[config.mk]
export PLATFORM = sky130hd
export DESIGN_NAME = ute_ram
export DESIGN_NICKNAME = d
export VERILOG_FILES = /design/src/rtl/ute_ram.sv
export SDC_FILE = /design/constraint.sdc
export NUM_CORES = 1
export LEC_CHECK = 0
export BUFFER_PORTS_ARGS = -buffer_cell sky130_fd_sc_hd__buf_2
export CAP_MARGIN = 5
export CORE_UTILIZATION = 40
export CTS_BUF_LIST = sky130_fd_sc_hd__clkbuf_16
export CTS_CLUSTER_SIZE = 40
export DETAILED_ROUTE_END_ITERATION = 10
export PLACE_DENSITY = 0.57
export SYNTH_ARGS = -nofsm -noshare
export SYNTH_HDL_FRONTEND = slang
export SYNTH_SLANG_ARGS = --single-unit
[constraint.sdc]
create_clock -name clk -period 3.1 [get_ports clk]
set_clock_uncertainty 0.1 [all_clocks]
set_input_delay 0.62 -clock clk [delete_from_list [all_inputs] [get_ports clk]]
set_output_delay 0.62 -clock clk [all_outputs]
set_load 0.005 [all_outputs]
[src/rtl/ute_ram.sv]
// ----------------------------------------------------------------------------
// ute_ram
// Generic simple dual-port RAM, one write and one registered read port.
// ----------------------------------------------------------------------------
module ute_ram #(
  parameter int WIDTH = 8,
  parameter int DEPTH = 16
) (
  input  logic                     clk,
  input  logic                     we,
  input  logic [$clog2(DEPTH)-1:0] waddr,
  input  logic [WIDTH-1:0]         wdata,
  input  logic                     re,
  input  logic [$clog2(DEPTH)-1:0] raddr,
  output logic [WIDTH-1:0]         rdata
);

  logic [WIDTH-1:0] mem [DEPTH];

  always_ff @(posedge clk) begin
    if (we) begin
      mem[waddr] <= wdata;
    end
    if (re) begin
      rdata <= mem[raddr];
    end
  end

endmodule

**After elaboration in Yosys (flattened, before gate mapping)**

Memories as Yosys holds them, arrays and structs flattened. A register that Yosys moved wholly into a read port is not among the register bits.
Cells that the tools add are included.

- RAM bits: 128
- Bits in latches: 0
- Output and inout bits: 8
- Memory bits (read-only): 0
- Register bits after elaboration: 0
- Logic and storage cells: 3
- Memories kept: 1
- Input port bits: 19

Memories:

| memory | depth | bits a word | rd ports | clocked after memory_dff | wr ports | line | text |
|---|---|---|---|---|---|---|---|
| mem | 16 | 8 | 1 | 1 | 1 | 18 | `logic [WIDTH-1:0] mem [DEPTH];` |

- Shift operators: 0
- Magnitude comparators: 0
- Bitwise gates (word level): 0
- Multipliers: 0
- Divide/modulo/power cells: 0
- Reductions and logical operators: 0
- Equality and inequality tests: 0
- Multiplexer cells: 2
- $add $sub $neg: 0

Operators with widths:

| kind | number |
|---|---|
| two-way mux 1 bit | 2 |

**Longest topological paths before layout**

Gate-level depths: netlist (run 1).

- Depth in word-level cells: 2
- Mapped depth: 5

**Worst setup path before layout (run 1)**

Ideal clock, no wire load.

- Path kind: input-to-reg
- From: input port waddr[2]
- To: memory mem[0][0], enable pin
- Cell stages on the path: 2
- Data required time: 2.617 ns
- Data arrival time: 1.730 ns
- Path slack: 0.887 ns
- Library setup time: 0.383 ns
- Cell sequence: or3b_2 nor3_1

RTL lines:

| item | line | text |
|---|---|---|
| start, declared | 11 | `input logic [$clog2(DEPTH)-1:0] waddr,` |
| end, declared | 18 |  |

No word-level cell before the write port.

==> out/metrics.cfg, run 1 <==
[place]
placed_cell_area_um2 = 5657
gp_congestion = 0.6817
portBuffers = 26
dp_hpwl_mm = 6.439

[synthesis]
avgSynthCellArea_um2 = 22.83
synthDistinctLibCells = 18
synthCells = 229
ys_ff_latch = 136
ys_seq_area_frac = 0.7812
synth.cell_area_um2 = 5228
yosysWarnings = 0
synth_nets = 248

[setup_path]
max_stage_delay_ns = 0.56
cp_max_fo = 13
r2r_slack_ns = 1.46
reg2reg_from = mem[0][0]
cp_cell_sequence = buf_2, buf_12, mux4_1, a22oi_1, nand2_1
required_ns = 3.15
crit_slowest_cell = mux4_1
path_class = input pin to flip-flop
arrival_ns = 2.10
path_buf_inv = 2
reg2regPathDepth = 3
r2r_end = rdata[0]
endpoint_kind = flip-flop
critPathLaunchType = input pin
critPathTopFamily = multiplexers

[worst_hold_path]
hp-start = re
min_path_type = input pin to flip-flop
holdPathEnd = rdata[3]
holdPathStages = 1

[global_routing]
track_usage = 0.1670
first_global_vias = 2535
grt_first_pass_wirelength_mm = 15.15
antenna_found_initial = 0
overflow = 0
grt_max_degree = 17

[clock_tree]
cts_hold_buf = 0
cts-root-buf = clkbuf_16
cts_buffers = 17
clockBufferDepth = 2
cts_tree = built
clkTransAtPathRegs_ns = 0.06
cts-resized-gates = 0
clk_latency_ns = 0.41
cts_sinks = 136
cts_max_level = 4
post_cts_buffers = 0

[final_layout]
fin_area_um2 = 6243
regArea_um2 = 4084
fin_util = 0.4927
layout_commonest_cell = edfxtp_1
drive_gt1_frac = 0.3188
final_cell_mix = edfxtp_1 (136), buf_2 (26), buf_4 (20)
diodes = 0
fillers = 1054
areaGrowthSynthToFinish_pct = 19.44
multi_input_area_um2 = 1057
nets = 304

[floorplanning]
initial_core_util = 0.4126
die_x_um = 116.3
fp.dieArea_um2 = 13530
io_pins = 27
die_h_um = 116.3
core_area_um2 = 12670
rows = 41

[timing]
tightest_slew_ns = 0.8354
rsz0062_at_grt = no
fin_tns_setup_ns = 0
drv_slew = 0
finalSetupViolCount = 0
max_freq_mhz = 489.2
slew_headroom = 0.4410
period_share = 0.6594
finalCriticalPeriod_ns = 2.044
hold_viol_final = 0

[power]
powerDensity_nw_per_um2 = 677.5
ir_drop_mv = 0.3119
power_mw = 4.230
cellLeakagePower_nw = 2.108

[routing]
wl_per_cell_um = 21.18
firstDrtPassIters = 4
drt_first_iter_violations = 158
vias = 2445
vias_per_cell = 5.202
antenna_left = 0
wl_mm = 9.953
drc = 0

[flow_run]
maxCapViolCount = 0

[status]
outcome = finished, final reports clean

==> through the flow <==
| stage | setup WS, ns | instances | hold WS [ns] |
|---|---|---|---|
| 2_1_floorplan | 0.8871 | 229 | 0.6048 |
| 3_5_place_dp | 0.5842 | 438 | 0.6392 |
| 5_1_grt | 0.9698 | 470 | 0.4800 |
| 6_report | 1.056 | 470 | 0.4837 |
| 4_1_cts | 1.014 | 470 | 0.4782 |
| 3_3_place_gp | 0.6112 | 438 | 0.6325 |
==> worst max-delay path by stage <==
| stage | from | end | slack (ns) | depth (start not counted) |
|---|---|---|---|---|
| 2_1_floorplan | waddr[2] | mem[0][0] | 0.89 | 2 |
| 3_3_place_gp | raddr[0] | rdata[5] | 0.61 | 5 |
| 3_5_place_dp | raddr[0] | rdata[5] | 0.58 | 5 |
| 4_1_cts | raddr[0] | rdata[5] | 1.01 | 5 |
| 5_1_grt | raddr[0] | rdata[5] | 0.97 | 5 |
| 6_report | raddr[0] | rdata[3] | 1.06 | 5 |
==> routing by layer <==
layer,wire (µm),vias up,share of wire,track usage
li1,-,1092,-,-
met1,4210,1259,0.42,0.2220
met2,4949,81,0.50,0.2607
met3,636,13,0.064,0.04567
met4,157,0,0.016,0.07094
met5,0,-,0,0
==> kinds of logic (layout without fill, tap and decap cells) <==
logic type | after synthesis | count (layout) | share of synthesized area
AOI/OAI and AO/OA | 16 | 16 | 0.02298
buffers and inverters | 10 | 79 | 0.01651
DFF | 136 | 136 | 0.7812
muxes | 32 | 32 | 0.1479
and+or+nand+nor | 35 | 35 | 0.03136
==> cell type report <==
type / count / share of cell area
clock buffers: 17 / 0.06814
clock inverters: 15 / 0.02585
repair buffers: 47 / 0.04810
well taps: 172 / 0.03447
flip-flops and latches: 136 / 0.6541
multi-input cells: 83 / 0.1693
==> cells in the mapped netlist <==
master / instances / area share
a22oi_1: 16 / 0.023
and2_1: 1 / 0.0012
and2b_1: 1 / 0.0014
buf_2: 3 / 0.0029
buf_4: 1 / 0.0014
buf_6: 3 / 0.0065
clkdlybuf4s25_2: 3 / 0.0057
edfxtp_1: 136 / 0.78
mux4_1: 14 / 0.070
mux4_2: 18 / 0.078
nand2_1: 9 / 0.0065
nand2b_1: 2 / 0.0024
nand3_1: 1 / 0.00096
nand3b_1: 2 / 0.0029
nor2_1: 13 / 0.0093
nor2b_1: 1 / 0.0012
nor3_1: 4 / 0.0038
or3b_2: 1 / 0.0017
==> flip-flops by register name, summed over array words and instances (netlist names) <==
register  flops
mem         128
rdata         8
==> where the power goes <==
part | total [mW] | internal (mW) | switching (mW)
combinational | 0.185 | 0.0811 | 0.104
clock | 1.96 | 1.25 | 0.712
sequential | 2.08 | 2.07 | 0.0109
==> worst register-to-register path, cell delays in order, from the launching register on <==
cell and delay, ns:
edfxtp_1 0.37, mux4_1 0.51, a22oi_1 0.29, nand2_1 0.12
No activity file was read; power rests on OpenSTA's default activity.
==> inputs of run 2 (changes only) <==
Clock period 3.1 ns to 1.9 ns, I/O delays scaled along.
==> run 2 against run 1 <==
Net effect:
- final area increased by 0.18%
- critical path depth increased by 1
- sequential cell count unchanged
- sequential power increased by 63%
- die area unchanged
- first-iteration DRC count increased by 22%
- wire length decreased by 2.7%
- worst hold slack got worse by 0.24 ns
- power increased by 55%
- largest cell class unchanged
==> out/metrics.cfg, run 2 (synthesis results as in run 1) <==
[place]
portBuffers = 26  ; unchanged
dpl.cell_count = 441  ; +0.68%
gp_congestion = 0.6932  ; +1.7%
dp_hpwl_mm = 6.282  ; -2.4%
placed_cell_area_um2 = 5734  ; +1.4%

[final_layout]
areaGrowthSynthToFinish_pct = 19.65
regMostFlops = mem
layout_commonest_cell = edfxtp_1
diodes = 0  ; unchanged
drive_gt1_frac = 0.3167  ; -0.002125
top_regs = mem (128), rdata (8)
largest_reg_flops = 128  ; unchanged
fin_area_um2 = 6255  ; +0.18%
nets = 307  ; +0.99%
layout.cells.non_filler = 472  ; +0.43%
final_cell_mix = edfxtp_1 (136), buf_2 (26), buf_4 (19)

[floorplanning]
initial_core_util = 0.4126  ; unchanged
die_x_um = 116.3  ; unchanged
die_h_um = 116.3  ; unchanged
fp.dieArea_um2 = 13530  ; unchanged
rows = 41  ; unchanged
core_area_um2 = 12670  ; unchanged
io_pins = 27  ; unchanged

[setup_path]
required_ns = 1.95  ; -1.20 ns
max_stage_delay_ns = 0.53  ; -0.03 ns
endpoint_kind = flip-flop
critPathLaunchType = input pin
cp_max_fo = 13  ; unchanged
cp_cell_sequence = buf_2, buf_12, buf_4, mux4_1, a22oi_1, nand2_1
arrival_ns = 1.69  ; -0.41 ns
path_class = input pin to flip-flop
crit_slowest_cell = mux4_1

[timing]
tightest_slew_ns = 0.6919  ; -0.1435 ns
rsz0062_at_grt = no
period_share = 0.8641
drv_slew = 0  ; unchanged
slew_headroom = 0.5370  ; +0.09601
max_freq_mhz = 609.1
hold_viol_final = 0  ; unchanged
finalSetupViolCount = 0  ; unchanged
finalCriticalPeriod_ns = 1.642

[worst_hold_path]
min_path_type = input pin to flip-flop

[power]
clkPwrFrac = 0.433  ; -0.031
seq_power_share = 0.518  ; +0.025
p_sw_frac = 0.1962  ; +0.0007180
p_comb_frac = 0.049  ; +0.005
ir_drop_mv = 0.5853  ; +88%
cellLeakagePower_nw = 2.119  ; +0.51%
p_int_mw = 5.275  ; +55%
powerDensity_nw_per_um2 = 1049  ; +55%
switchingPower_mw = 1.288  ; +56%

[clock_tree]
post_cts_buffers = 0  ; unchanged
cts_tree = built
cts_buffers = 17  ; unchanged
cts_max_level = 4  ; unchanged
cts_sinks = 136  ; unchanged
cts-root-buf = clkbuf_16
clkTransAtPathRegs_ns = 0.06  ; about the same
clockBufferDepth = 2  ; unchanged
cts_hold_buf = 0  ; unchanged
clk_latency_ns = 0.40  ; about the same
cts-resized-gates = 0  ; unchanged

[global_routing]
grt_first_pass_wirelength_mm = 14.52  ; -4.1%
first_global_vias = 2520  ; -0.59%
grt_max_degree = 20  ; +3
antenna_found_initial = 0  ; unchanged
track_usage = 0.1588  ; -0.008277
overflow = 0  ; unchanged

[flow_run]
maxCapViolCount = 0  ; unchanged

[routing]
wl_mm = 9.689  ; -2.7%
drc = 0  ; unchanged
wl_per_cell_um = 20.53  ; -3.1%
firstDrtPassIters = 4  ; unchanged
vias_per_cell = 5.167  ; -0.67%
vias = 2439  ; -0.25%
drt_first_iter_violations = 193  ; +22%
antenna_left = 0  ; unchanged

[status]
outcome = finished, final reports clean

## run 2: cell types whose count changed in the layout (fill, tap and decap cells not counted)
| cell | previous run | this run |
|---|---|---|
| nor3_2 | 0 | 1 |
| inv_1 | 1 | 3 |
| bufinv_16 | 3 | 1 |
| clkinv_4 | 2 | 0 |
| nor3_1 | 4 | 3 |
| clkinv_1 | 2 | 3 |
| buf_4 | 20 | 19 |
| buf_12 | 1 | 5 |
## run 2: final cells by class
cell class | instances | area (µm²)
sequential | 136 | 4084
multi-input combinational | 83 | 1062
timing repair buffer | 50 | 372.9
fill | 1036 | 6416
tap | 172 | 215.2
clock buffer | 17 | 425.4
clock inverter | 14 | 95.09
## run 2: worst max-delay path, delay by kind of cell
kind | cells | cell delay, ns
compound gates | 1 | 0.23
simple gates | 1 | 0.09
mux | 1 | 0.53
buf+inv | 3 | 0.45
## run 2: path summary, 6_finish.rpt
path | from | end | slack, ns | cells past startpoint
hold reg to reg | mem[14][7] | rdata[7] | 0.65 | 3
hold / removal | re | rdata[4] | 0.24 | 1
setup / recovery | raddr[0] | rdata[5] | 0.26 | 6
setup reg to reg | mem[1][2] | rdata[2] | 0.29 | 3
## run 2: per-stage QoR
step	setup TNS [ns]	utilization	hold WS [ns]	setup WS, ns	power (mW)
after floorplan	0	-	0.3789	0.1376	3.628
after global placement	-0.8928	0.4526	0.6328	-0.1659	3.781
after detailed placement	-0.9283	0.4526	0.6408	-0.1870	3.789
after CTS	0	0.4936	0.2309	0.2434	6.623
after global routing	0	0.4936	0.2329	0.1620	6.779
final	0	0.4936	0.2441	0.2582	6.563
## run 2: power by group through the flow
stage,combinational [mW],clock [mW],sequential [mW]
6_report,0.322,2.84,3.40
5_1_grt,0.351,3.03,3.40
4_1_cts,0.330,2.89,3.40
3_5_place_dp,0.329,0,3.46
3_3_place_gp,0.324,0,3.46
2_1_floorplan,0.171,0,3.46
## run 2: metal layers
layer  wire [µm]  track usage
met3         469      0.04463
met4         136      0.06239
met2        4809       0.2529
met5           0            0
met1        4274       0.2077
==> inputs of run 3 (changes only) <==
Settings changed: REMOVE_ABC_BUFFERS set to 1.
==> run 3 against run 2 <==
Net effect:
- final area grew 0.36%
- critical path depth shrank 1
- maximum frequency shrank 2.2%
- first-iteration DRC count grew 38%
- core utilization grew 0.18 points
- largest power group unchanged
- combinational power shrank 1%
- wire length grew 1.0%
- die area is the same
- sequential share of layout area shrank 0.23 points
- sequential power is essentially flat
==> out/metrics.cfg, run 3 (synthesis results as in run 1) <==
[status]
outcome = finished, final reports clean

[floorplanning]
core_area_um2 = 12670  ; unchanged
die_x_um = 116.3  ; unchanged
die_h_um = 116.3  ; unchanged
io_pins = 27  ; unchanged
rows = 41  ; unchanged
initial_core_util = 0.4126  ; unchanged
fp.dieArea_um2 = 13530  ; unchanged

[timing]
period_share = 0.8838  ; +0.01971
finalSetupViolCount = 0  ; unchanged
finalCriticalPeriod_ns = 1.679  ; +0.03746 ns
tightest_slew_ns = 0.7250  ; +0.03305 ns
drv_slew = 0  ; unchanged
slew_headroom = 0.5157  ; -0.02133
rsz0062_at_grt = no
worst_slack_ns = 0.2207  ; -0.03746 ns
max_freq_mhz = 595.5  ; -2.2%
hold_viol_final = 0  ; unchanged

[setup_path]
cp_max_fo = 15  ; +2
path_class = input pin to flip-flop
endpoint_kind = flip-flop
critPathLaunchType = input pin
arrival_ns = 1.73  ; +0.04 ns
required_ns = 1.95  ; about the same

[routing]
vias_per_cell = 5.078  ; -1.7%
vias = 2397  ; -1.7%
antenna_left = 0  ; unchanged
firstDrtPassIters = 4  ; unchanged
wl_mm = 9.789  ; +1.0%
drt_first_iter_violations = 266  ; +38%
wl_per_cell_um = 20.74  ; +1.0%
drc = 0  ; unchanged

[power]
cellLeakagePower_nw = 2.118  ; about the same
power_mw = 6.787  ; +3.4%
powerDensity_nw_per_um2 = 1081  ; +3.0%
ir_drop_mv = 0.6779  ; +16%

[final_layout]
largest_reg_flops = 128  ; unchanged
top_regs = mem (128), rdata (8)
layout_commonest_cell = edfxtp_1
nets = 307  ; unchanged
areaGrowthSynthToFinish_pct = 20.08
diodes = 0  ; unchanged
regMostFlops = mem
multi_input_area_um2 = 1057  ; -0.47%
regArea_um2 = 4084  ; unchanged
final_cell_mix = edfxtp_1 (136), buf_2 (26), buf_4 (20)
drive_gt1_frac = 0.3267  ; +0.01000
fin_util = 0.4954  ; +0.001777
fillers = 1036  ; unchanged

[clock_tree]
clk_latency_ns = 0.42  ; +0.02 ns
cts_hold_buf = 0  ; unchanged
post_cts_buffers = 0  ; unchanged
clockBufferDepth = 2  ; unchanged
cts-root-buf = clkbuf_16
clkTransAtPathRegs_ns = 0.06  ; about the same
cts_tree = built
cts_buffers = 17  ; unchanged
cts_max_level = 4  ; unchanged
cts_sinks = 136  ; unchanged
cts-resized-gates = 0  ; unchanged

[global_routing]
overflow = 0  ; unchanged
first_global_vias = 2513  ; -0.28%
grt_first_pass_wirelength_mm = 14.70  ; +1.2%
antenna_found_initial = 0  ; unchanged
track_usage = 0.1611  ; +0.002348
grt_max_degree = 24  ; +20%

[flow_run]
maxCapViolCount = 0  ; unchanged

[place]
gp_congestion = 0.7035  ; +1.5%
place_ws_ns = -0.2527  ; -0.06579 ns
dp_hpwl_mm = 6.322  ; +0.64%
portBuffers = 26  ; unchanged

[worst_hold_path]
min_path_type = input pin to flip-flop

run 3: cell types whose count changed in the layout (fill, tap and decap cells not counted), sizes merged:
cell	previous run	this run
clkinvlp	3	4
bufinv	1	2
inv	3	0
clkinv	7	8
run 3: path summary, 6_finish.rpt:
path | from | end | slack [ns] | cells past startpoint
max | raddr[0] | rdata[2] | 0.22 | 5
min | re | rdata[7] | 0.24 | 1
max reg2reg | mem[8][2] | rdata[2] | 0.27 | 3
min reg2reg | mem[12][4] | rdata[4] | 0.66 | 3
run 3: worst max-delay path: stages:
cell and delay, ns:
buf_2 0.17, buf_12 0.19, mux4_1 0.56, a22oi_1 0.31
nand2_1 0.10
run 3: metrics by stage:
stage / setup TNS, ns / std cells / hold WS [ns] / area, µm²
after detailed placement: -0.9012 / 441 / 0.6590 / 5717
after floorplan: -0.5830 / 219 / 0.3789 / 5141
after global routing: 0 / 472 / 0.2365 / 6277
after CTS: 0 / 472 / 0.2339 / 6277
final: 0 / 472 / 0.2367 / 6277
after global placement: -0.8262 / 441 / 0.6311 / 5717
run 3: power by group:
group | switching, mW | internal, mW
clock | 1.17 | 1.90
combinational | 0.174 | 0.144
sequential | 0.0166 | 3.38
run 3: layer usage:
| layer | vias to the layer above | track usage | wire length [µm] |
|---|---|---|---|
| met5 | - | 0 | 0 |
| met2 | 57 | 0.2509 | 4899 |
| met4 | 0 | 0.06667 | 142 |
| li1 | 1097 | - | - |
| met3 | 12 | 0.04982 | 431 |
| met1 | 1231 | 0.2112 | 4315 |
run 3: layout make-up:
| cell class | instances | share of cell area |
|---|---|---|
| sequential | 136 | 0.6506 |
| multi-input combinational | 83 | 0.1684 |
| clock buffer | 17 | 0.06777 |
| timing repair buffer | 50 | 0.05740 |
| tap | 172 | 0.03428 |
| clock inverter | 14 | 0.02153 |
