[config.mk]
export PLATFORM = sky130hd
export DESIGN_NAME = ute_rec_queue_flat
export DESIGN_NICKNAME = d
export VERILOG_FILES = /design/src/rtl/ute_pkg.sv /design/src/rtl/ute_if.sv /design/src/rtl/ute_rec_queue.sv /design/src/flat_wrapper.sv
export SDC_FILE = /design/constraint.sdc
export NUM_CORES = 1
export LEC_CHECK = 0
export BUFFER_PORTS_ARGS = -buffer_cell sky130_fd_sc_hd__buf_2
export CORE_ASPECT_RATIO = 1.4
export CORE_MARGIN = 1
export CORE_UTILIZATION = 52
export CTS_CLUSTER_SIZE = 20
export DETAILED_ROUTE_END_ITERATION = 12
export MAX_ROUTING_LAYER = met4
export PLACE_DENSITY = 0.79
export SETUP_SLACK_MARGIN = 0.02
export SLEW_MARGIN = 20
export SYNTH_ARGS = -nofsm -noshare
export SYNTH_HDL_FRONTEND = slang
export SYNTH_SLANG_ARGS = --single-unit
export TNS_END_PERCENT = 100
[constraint.sdc]
create_clock -name clk -period 3 [get_ports clk]
set_input_delay 0 -clock clk [delete_from_list [all_inputs] [get_ports clk]]
set_output_delay 0 -clock clk [all_outputs]
set_load 0.1 [all_outputs]
[src/rtl/ute_pkg.sv]
// ----------------------------------------------------------------------------
// ute_pkg
// Shared types, constants and helper functions for the trigram extractor.
// ----------------------------------------------------------------------------
package ute_pkg;

  localparam int CODE_W   = 24;
  localparam int BIT_W    = 8;
  localparam int ROW_AW   = CODE_W - BIT_W;
  localparam int ROW_BITS = 1 << BIT_W;
  localparam int ROW_CNT  = 1 << ROW_AW;
  localparam int EPOCH_W  = 16;
  localparam int HASH_W   = 64;

  localparam int QDEPTH = 4;
  localparam int QPTR_W = $clog2(QDEPTH);
  localparam int QCNT_W = $clog2(QDEPTH + 1);

  localparam logic [HASH_W-1:0]  FNV_BASIS   = 64'd14695981039346656037;
  localparam logic [EPOCH_W-1:0] EPOCH_FIRST = EPOCH_W'(1);
  localparam logic [EPOCH_W-1:0] EPOCH_LAST  = {EPOCH_W{1'b1}};
  localparam logic [ROW_AW-1:0]  ROW_LAST    = {ROW_AW{1'b1}};

  localparam logic KIND_TRIGRAM = 1'b0;
  localparam logic KIND_END     = 1'b1;

  typedef struct packed {
    logic [EPOCH_W-1:0]  tag;
    logic [ROW_BITS-1:0] bits;
  } row_t;

  localparam int RAM_W = $bits(row_t);

  typedef struct packed {
    logic              is_tri;
    logic [CODE_W-1:0] code;
    logic              eot;
    logic [HASH_W-1:0] hash;
  } item_t;

  function automatic logic [7:0] lower_ascii(input logic [7:0] c);
    if (c >= 8'h41 && c <= 8'h5A) begin
      return c + 8'h20;
    end
    return c;
  endfunction

  // FNV-1a 64 step; the prime is 2^40 + 0x1B3
  function automatic logic [HASH_W-1:0] fnv_step(input logic [HASH_W-1:0] h,
                                                  input logic [7:0] b);
    logic [HASH_W-1:0] x;
    x = h ^ {{(HASH_W-8){1'b0}}, b};
    return (x << 40) + (x << 8) + (x << 7) + (x << 5) + (x << 4) + (x << 1) + x;
  endfunction

endpackage

[src/rtl/ute_if.sv]


interface ute_out_if;
  logic        valid;
  logic        ready;
  logic        record_kind;
  logic [23:0] trigram_code;
  logic [63:0] content_hash;
  logic        last_of_run;

  modport source(output valid, output record_kind, output trigram_code,
                 output content_hash, output last_of_run, input ready);
  modport sink(input valid, input record_kind, input trigram_code,
               input content_hash, input last_of_run, output ready);
endinterface

[src/rtl/ute_rec_queue.sv]
// ----------------------------------------------------------------------------
// ute_rec_queue
// Small result queue; splits one queued item into one or two record beats.
// ----------------------------------------------------------------------------
module ute_rec_queue import ute_pkg::*; (
  input  logic              clk,
  input  logic              rst,
  input  logic              push,
  input  item_t             push_item,
  output logic [QCNT_W-1:0] free,
  ute_out_if.source         rec_out
);

  item_t             q [QDEPTH];
  logic [QPTR_W-1:0] wr_ptr;
  logic [QPTR_W-1:0] rd_ptr;
  logic [QCNT_W-1:0] count;
  logic              half;
  item_t             head;
  logic              show_tri;
  logic              take;
  logic              pop;

  assign head     = q[rd_ptr];
  assign show_tri = head.is_tri && !half;

  assign rec_out.valid        = (count != '0);
  assign rec_out.record_kind  = show_tri ? KIND_TRIGRAM : KIND_END;
  assign rec_out.trigram_code = show_tri ? head.code : '0;
  assign rec_out.content_hash = show_tri ? '0 : head.hash;
  assign rec_out.last_of_run  = show_tri ? !head.eot : 1'b1;

  assign take = rec_out.valid && rec_out.ready;
  assign pop  = take && rec_out.last_of_run;
  assign free = QCNT_W'(QDEPTH) - count;

  always_ff @(posedge clk) begin
    if (push) begin
      q[wr_ptr] <= push_item;
    end
  end

  always_ff @(posedge clk) begin
    if (rst) begin
      wr_ptr <= '0;
      rd_ptr <= '0;
      count  <= '0;
      half   <= 1'b0;
    end else begin
      if (push) begin
        wr_ptr <= wr_ptr + QPTR_W'(1);
      end
      if (pop) begin
        rd_ptr <= rd_ptr + QPTR_W'(1);
        half   <= 1'b0;
      end else if (take) begin
        half <= 1'b1;
      end
      count <= count + QCNT_W'(push) - QCNT_W'(pop);
    end
  end

endmodule

[src/flat_wrapper.sv]
// flat-port wrapper written by rule: the top's interface ports become plain ports
module ute_rec_queue_flat import ute_pkg::*;
  (clk, rst, push, push_item, free, rec_out_valid, rec_out_record_kind, rec_out_trigram_code, rec_out_content_hash, rec_out_last_of_run, rec_out_ready);
  ute_out_if rec_out_i ();
  input  logic clk;
  input  logic rst;
  input  logic push;
  input  item_t push_item;
  output logic [QCNT_W-1:0] free;
  output wire logic [$bits(rec_out_i.valid)-1:0] rec_out_valid;
  output wire logic [$bits(rec_out_i.record_kind)-1:0] rec_out_record_kind;
  output wire logic [$bits(rec_out_i.trigram_code)-1:0] rec_out_trigram_code;
  output wire logic [$bits(rec_out_i.content_hash)-1:0] rec_out_content_hash;
  output wire logic [$bits(rec_out_i.last_of_run)-1:0] rec_out_last_of_run;
  input wire logic [$bits(rec_out_i.ready)-1:0] rec_out_ready;
  assign rec_out_valid = rec_out_i.valid;
  assign rec_out_record_kind = rec_out_i.record_kind;
  assign rec_out_trigram_code = rec_out_i.trigram_code;
  assign rec_out_content_hash = rec_out_i.content_hash;
  assign rec_out_last_of_run = rec_out_i.last_of_run;
  assign rec_out_i.ready = rec_out_ready;
  ute_rec_queue u_core (.clk(clk), .rst(rst), .push(push), .push_item(push_item), .free(free), .rec_out(rec_out_i));
endmodule
# Word level (Yosys, flattened, before mapping)
# Memory sizes are Yosys's and may differ from the RTL's. A register that Yosys moved wholly into a read port is not among the register bits.
# Index checks and enable logic that the tools add are counted.
# word_totals
mem_bits_rw	360
output_inout_bits	94
mem_count	1
rom_bits	0
register_bits	8
latch_bits	0
word_cells	25
in_bits	94
# mem_list
name	words	word_bits	rd	rd_ports_with_merged_regs	write_ports	line_no	text
u_core.q	4	90	1	1	1	ute_rec_queue.sv:14	item_t q [QDEPTH];
# op_classes
eq_ne	0
n_lt_le_gt_ge	0
add_sub_neg	5
n_reduce_logical	7
bitwise	0
div	0
n_shift	0
muxes	8
n_mul	0
# op_table
operator	count
2-to-1 mux 64 bit	1
2-to-1 mux 24 bit	1
adder 2 x 1 -> 2 bit (second input constant)	2
2-to-1 mux 1 bit	4
2-to-1 mux 2 bit	2
adder 3 x 1 -> 3 bit	1
logical AND 1 bit	3
nonzero test 3 bit	1
subtractor 3 x 1 -> 3 bit	1
subtractor 3 bit (first input constant)	1
zero test 1 bit	2
OR reduction 2 bit	1

# Depth between registers and ports, before layout
# Gate-level depths: netlist of the first run.
# logic_depth
ltp_word	6
depth_mapped	13
depth_no_buf	13

# Least setup slack after synthesis of the first run
# No wires, ideal clock.
# synth_timing
path_type	register to register
start	register u_core.wr_ptr[0]
end	memory u_core.q[0][0] (netlist name) (enable)
required_ns	2.542
synth_period_minus_slack_ns	3.087
arrival_ns	2.629
setup_slack_ns	-0.087
setup_ns	0.458
path_buffers	0
stages_incl_launch_ff	4
cell_sequence	dfxtp_1 -> inv_1 -> ha_1 -> and2_1
# synth_rtl
item	line_no	text
from (decl)	ute_rec_queue.sv:15	logic [QPTR_W-1:0] wr_ptr;
from (signal assigned)	ute_rec_queue.sv:51	wr_ptr <= wr_ptr + QPTR_W'(1);
to (decl)	ute_rec_queue.sv:14	
# Straight into the memory's write port.

# Worst setup path in the final report of the first run
# layout_timing
start	register u_core.count[1]
end	register u_core.count[2]
# layout_via
elab_chain_len	4
word_cells_on_any_way	5
classes_between	add/sub: 2; reduce/logical: 3
# layout_rtl
item	line_no	text
from (decl)	ute_rec_queue.sv:17	logic [QCNT_W-1:0] count;
from (signal assigned)	ute_rec_queue.sv:59	count <= count + QCNT_W'(push) - QCNT_W'(pop);
nonzero test 3 bit	ute_rec_queue.sv:27	assign rec_out.valid = (count != '0);
logical AND 1 bit	ute_rec_queue.sv:33	assign take = rec_out.valid && rec_out.ready;
logical AND 1 bit	ute_rec_queue.sv:34	assign pop = take && rec_out.last_of_run;
named net u_core.pop	ute_rec_queue.sv:22	logic pop;
subtractor 3 x 1 -> 3 bit	ute_rec_queue.sv:59	
# The timed path passes the listed nets, and every way through them passes these cells.
# A chain may end at the register's enable or synchronous reset.

==> impl_metrics.py, run 1 <==
metrics = {
    "worst_setup_path": {
        "cp_common_cell": "ha_1",
        "r2r_slack_ps": 370,
        "crit_type": "flip-flop to flip-flop",
        "reg2reg_from": "u_core.count[1]",
        "crit_required_ps": 3380,
        "arrival_ps": 3020,
        "critPathMaxStageDelay_ps": 400,
        "critPathMaxFanout": 4,
        "path_cells": "inv_1, ha_1, ha_1, nand2b_1, a31oi_4, ha_1, inv_1, ha_1, inv_1, fa_1, xnor2_1, xnor2_1, nor2_1",
        "crit_slowest_cell": "fa_1",
        "cp-start-kind": "flip-flop",
        "reg2reg_depth": 13,
        "startpoint": "u_core.count[1]",
        "cp_num_buf_inv": 3,
        "cp.depth": 13,
        "worst_r2r_endpoint": "u_core.count[2]",
        "end_kind": "flip-flop",
        "cp_top_family": "adder cells",
    },
    "pwr": {
        "p_leak_uw": 0.006485,
        "combPwrFrac_pct": 39.4,
        "seqPwrFrac_pct": 35.0,
        "powerDensity_nw_per_um2": 923.2,
        "p_switching_uw": 6393,
        "finalPower_uw": 17250,
        "p_clk_share_pct": 25.6,
        "switching_share_pct": 37.07,
        "p_int_uw": 10850,
        "ir_drop_v": 0.0007330,
    },
    "timing": {
        "fin_crit_ps": 2634,
        "grt_setup_unrepaired": "false",
        "tightest_slew_ps": 813.6,
        "finalSetupViolations": 0,
        "clock.fmax_ghz": 0.3796,
        "tns_ps": 0,
        "maxSlewViolCount": 0,
        "skew_ps": 14.14,
        "final_hold_viol_count": 0,
        "timing.final.crit_share_pct": 87.81,
        "slew_headroom_pct": 45.76,
        "holdWs_ps": 241.2,
    },
    "synth": {
        "syn_inst": 631,
        "yosys.area.top_type": "edfxtp_1",
        "syn_area_um2": 14120,
        "synth_warnings": 0,
        "syn-num-nets": 734,
        "synth_area_per_cell_um2": 22.38,
        "synthTopCellsByArea": "edfxtp_1 77%, mux4_2 14%, and2_1 3.0%",
        "ys_seq_area_share_pct": 77.97,
        "synth_top_area_share_pct": 76.55,
        "synth_cell_types": 26,
        "ys_ff_latch": 370,
    },
    "die": {
        "io_pins": 188,
        "coreArea_um2": 26740,
        "die_area_um2": 27830,
        "die_w_um": 141.3,
        "rows": 71,
        "die_h_um": 197.0,
        "start_util_pct": 52.81,
    },
    "grt": {
        "grt_overflow_total": 0,
        "antenna_found_initial": 2,
        "grt_util_all_layers_pct": 21.79,
        "grt_pass1_wl_mm": 43.46,
        "grt_pass1_vias": 7871,
        "grt_start_max_net_pins": 71,
    },
    "cts": {
        "cts_root_buf": "clkbuf_16",
        "cts.sinks": 370,
        "cts_max_level": 2,
        "cts_tree": "yes",
        "path_clk_slew_ps": 60,
        "clk_latency_ps": 510,
        "numCtsBuffers": 34,
        "cts_buffer_depth": 3,
        "cts.repair.resized": 0,
    },
    "finish": {
        "final_cells": 1325,
        "area_growth_pct": 32.28,
        "nets": 1035,
        "drive_above_1_share_pct": 37.47,
    },
    "hold_path": {
        "whs_path_depth": 2,
        "worstHoldPathType": "input port to flip-flop",
        "min_to": "u_core.q[3][11]",
        "hold_start": "push_item[11]",
    },
    "placed_design": {
        "dp.cells": 1167,
        "gp_congestion": 0.7129,
        "io_buffers": 187,
        "hpwl_mm": 16.16,
    },
    "route": {
        "wl_per_cell_um": 21.33,
        "drc": 0,
        "antenna_left": 0,
        "via_count": 7159,
        "drtIter0Drc": 423,
        "firstDrtPassIters": 4,
        "vias_per_cell": 5.403,
        "wl_mm": 28.27,
    },
    "status": {
        "status": "finished, final reports clean",
    },
    "job": {
        "cap_viol_max_count": 0,
    },
}
[metrics by stage]
| stage | util (%) | setup slack [ps] | cell area [µm²] |
|---|---|---|---|
| 5_1_grt | 69.86 | 184.4 | 18680 |
| 3_3_place_gp | 61.97 | 427.4 | 16570 |
| 3_5_place_dp | 61.97 | 370.7 | 16570 |
| 2_1_floorplan | - | 128.0 | 14130 |
| 6_report | 69.86 | 365.8 | 18680 |
| 4_1_cts | 69.84 | 339.6 | 18680 |
[worst max-delay path by stage]
stage,slack (ps),endpoint
floorplan,130,rec_out_content_hash[54]
global placement,430,u_core.count[2]
detailed placement,370,u_core.count[2]
global route,180,u_core.count[2]
finish,370,u_core.count[2]
CTS,340,u_core.count[2]
[final cells by class]
cell class                 instances  area [µm²]
sequential                       370       11020
timing repair buffer             300        3083
clock inverter                    16       183.9
clock buffer                      46       979.7
antenna                            2       5.005
tap                              365       456.7
multi-input combinational        215        2913
inverter                          11       41.29
fill                            1597        8059
[kinds of logic after synthesis]
logic type / after synthesis / share of synthesized area (%)
buffers and inverters: 46 / 1.497
AND/OR/NAND/NOR: 106 / 4.545
flip-flops: 370 / 77.97
XOR/XNOR: 3 / 0.1861
multiplexers: 94 / 14.66
adder cells (fa/ha/maj): 9 / 0.8506
AO/OA/AOI/OAI: 3 / 0.2923
[cells in the mapped netlist (all sizes together)]
library cell,n
nand3,1
nand2,2
nand2b,1
nand4b,1
ha,8
buf,15
and2,68
nor2b,2
mux4,90
mux2i,1
a21oi,1
clkbuf,20
a311oi,1
xnor2,3
fa,1
dfxtp,10
edfxtp,360
mux2,3
nor2,7
a31oi,1
and3,24
inv,11
[power by group through the flow]
stage	logic (µW)	registers, µW	clock network (µW)
after floorplan	4760	6110	0
after global placement	6700	6120	0
after detailed placement	6730	6140	0
after CTS	6860	6030	4500
after global routing	7050	6050	4660
final	6790	6030	4420
[cell usage in the layout, fill, tap and decap left out, drive strengths merged, types with 4 or more instances in the layout]
cell type and count:
buf 206, and3 24, mux4 90, edfxtp 360
ha 8, dfxtp 10, bufinv 4, inv 11
dlygate4sd3 94, and2 68, clkinv 9, clkbuf 46
nor2 7
[per-layer routing]
layer | track usage [%] | wire, µm | vias up
met4 | 8.535 | 739 | 0
met2 | 37.20 | 15320 | 241
met3 | 3.693 | 1405 | 53
li1 | - | - | 3179
met5 | - | 0 | -
met1 | 25.90 | 10800 | 3686
[state kept, by name (all words and copies together), names as in the netlist, named ones only]
register and flops:
u_core.q 360, u_core.count 3, u_core.rd_ptr 2, u_core.wr_ptr 2, u_core.half 1
[timing repair]
action	CTS	global route
hold endpoints to repair	370	0
hold buffers	94	0
buffers inserted	0	0
Power figures use the tool's default switching activity.
==> run 2, diff against run 1 <==
RECOVER_POWER = 100   (was unset)
==> impl_metrics.py, run 2 (synthesis results as in run 1) <==
metrics = {
    "finish": {
        "seq_area_um2": 11010,
        "n_fill_cell": 1675,
        "drive_above_1_share_pct": 27.04,
        "regMostFlops": "u_core.q",
        "final_common_cell": "edfxtp_1",
        "layout_common_cells": "360 x edfxtp_1, 104 x clkbuf_1, 94 x dlygate4sd3_1",
        "area_growth_pct": 30.69,
        "multi_input_area_um2": 2900,
        "nets": 1035,
        "postLayoutCoreUtil_pct": 69.02,
        "largest_reg_flops": 360,
        "largestRegisters": "u_core.q (360), u_core.count (3)",
    },
    "cts": {
        "path_clk_slew_ps": 70,
        "cts_root_buf": "clkbuf_16",
        "clk_latency_ps": 500,
        "cts_buffer_depth": 3,
        "cts.repair.resized": 0,
        "numCtsBuffers": 34,
        "cts_tree": "yes",
        "cts.sinks": 370,
        "cts_max_level": 2,
    },
    "placed_design": {
        "place_ws_ps": 370.7,
        "io_buffers": 187,
        "gp_congestion": 0.7129,
        "hpwl_mm": 16.16,
    },
    "worst_setup_path": {
        "arrival_ps": 2770,
        "worst_r2r_endpoint": "u_core.count[2]",
        "reg2reg_depth": 10,
        "cp_common_cell": "buf_12",
        "end_kind": "primary output",
        "r2r_slack_ps": 280,
        "crit_path_end": "rec_out_content_hash[33]",
        "crit_required_ps": 3000,
        "crit_slowest_cell": "mux4_2",
        "critPathMaxStageDelay_ps": 590,
        "critPathMaxFanout": 65,
        "crit_type": "flip-flop to primary output",
        "cp-start-kind": "flip-flop",
        "path_cells": "mux4_2, buf_4, nand2_2, buf_12, and2_0, buf_12",
    },
    "die": {
        "rows": 71,
        "coreArea_um2": 26740,
        "die_h_um": 197.0,
        "die_area_um2": 27830,
        "start_util_pct": 52.81,
        "io_pins": 188,
        "die_w_um": 141.3,
    },
    "grt": {
        "grt_start_max_net_pins": 71,
        "grt_util_all_layers_pct": 21.79,
        "grt_pass1_vias": 7871,
        "grt_pass1_wl_mm": 43.46,
        "grt_overflow_total": 0,
        "antenna_found_initial": 2,
    },
    "route": {
        "vias_per_cell": 5.420,
        "routedLengthMet1_mm": 10.70,
        "via_count": 7182,
        "firstDrtPassIters": 4,
        "wl_met3_mm": 1.448,
        "drtIter0Drc": 372,
        "drc": 0,
        "wl_per_cell_um": 21.27,
        "wl_mm": 28.18,
        "routed.top_layer": "met4",
        "wl_met2_mm": 15.40,
        "antenna_left": 0,
    },
    "timing": {
        "skew_ps": 10.92,
        "final_hold_viol_count": 0,
        "grt_setup_unrepaired": "false",
        "fin_crit_ps": 2769,
        "maxSlewViolCount": 20,
        "slew_headroom_pct": -4.396,
        "worst_slack_ps": 231.3,
        "finalSetupViolations": 0,
        "timing.final.crit_share_pct": 92.29,
        "clock.fmax_ghz": 0.3612,
        "tightest_slew_ps": 1565,
        "tns_ps": 0,
    },
    "status": {
        "failed_checks": "max-capacitance violations, max-slew violations",
        "status": "finished, violations left",
    },
    "job": {
        "cap_viol_max_count": 1,
    },
    "hold_path": {
        "worstHoldPathType": "input port to flip-flop",
    },
    "pwr": {
        "powerDensity_nw_per_um2": 930.0,
        "ir_drop_v": 0.0007377,
        "p_leak_uw": 0.006136,
    },
}
[run 2: changes by cell type in the layout (fill, tap and decap cells not counted), moves of 3 or more]
cell / before / now
buf_4: 12 / 5
and2_2: 0 / 3
and2_1: 64 / 0
and2_4: 4 / 0
clkbuf_1: 7 / 104
clkbuf_2: 0 / 20
buf_12: 72 / 67
and2_0: 0 / 65
buf_2: 122 / 16
[run 2: how the worst min path moves through the flow]
stage	cells after the start	from	endpoint
after floorplan	0	push_item[0]	u_core.q[0][0]
after global placement	1	push_item[86]	u_core.q[2][86]
after CTS	2	push_item[54]	u_core.q[2][54]
final	2	push_item[60]	u_core.q[1][60]
after detailed placement	1	push_item[89]	u_core.q[2][89]
after global routing	2	push_item[88]	u_core.q[3][88]
[run 2: area by class of cell]
class / count / area share, %
repair buffers: 300 / 15.58
diodes: 2 / 0.02712
multi-input cells: 215 / 15.71
clock inverters: 16 / 0.9965
inverters: 11 / 0.2237
well taps: 365 / 2.474
clock buffers: 46 / 5.308
flip-flops and latches: 370 / 59.68
[run 2: layer usage]
metal	track usage, %	vias up
met3	3.693	45
li1	-	3174
met1	25.90	3718
met2	37.20	245
met5	-	-
met4	8.535	0
[run 2: worst max-delay path: cells and delay by family, from the launching register on]
kind | cells | cell delay (ps)
simple gates | 2 | 430
flops | 1 | 480
mux | 1 | 590
buf+inv | 3 | 750
[run 2: through the flow]
stage	instance area, µm²	power (µW)	cells	hold slack [ps]
global placement	16570	12820	1167	210.2
global route	18460	17680	1325	292.9
detailed placement	16570	12880	1167	214.9
finish	18460	17160	1325	295.8
CTS	18680	17390	1323	217.9
floorplan	14130	10870	631	98.87
[run 2: timing repair]
item / 4_1_cts / 5_1_grt
hold buffers: 94 / 0
hold endpoints to repair: 370 / 0
setup buffers: 0 / 0
[run 2: power breakdown]
| part | switching (µW) | leakage, µW | internal (µW) | total [µW] |
|---|---|---|---|---|
| sequential | 80.0 | 0.00339 | 5950 | 6030 |
| combinational | 4540 | 0.00218 | 2160 | 6710 |
| clock | 1780 | 0.000564 | 2650 | 4420 |
| total | 6400 | 0.00614 | 10800 | 17200 |
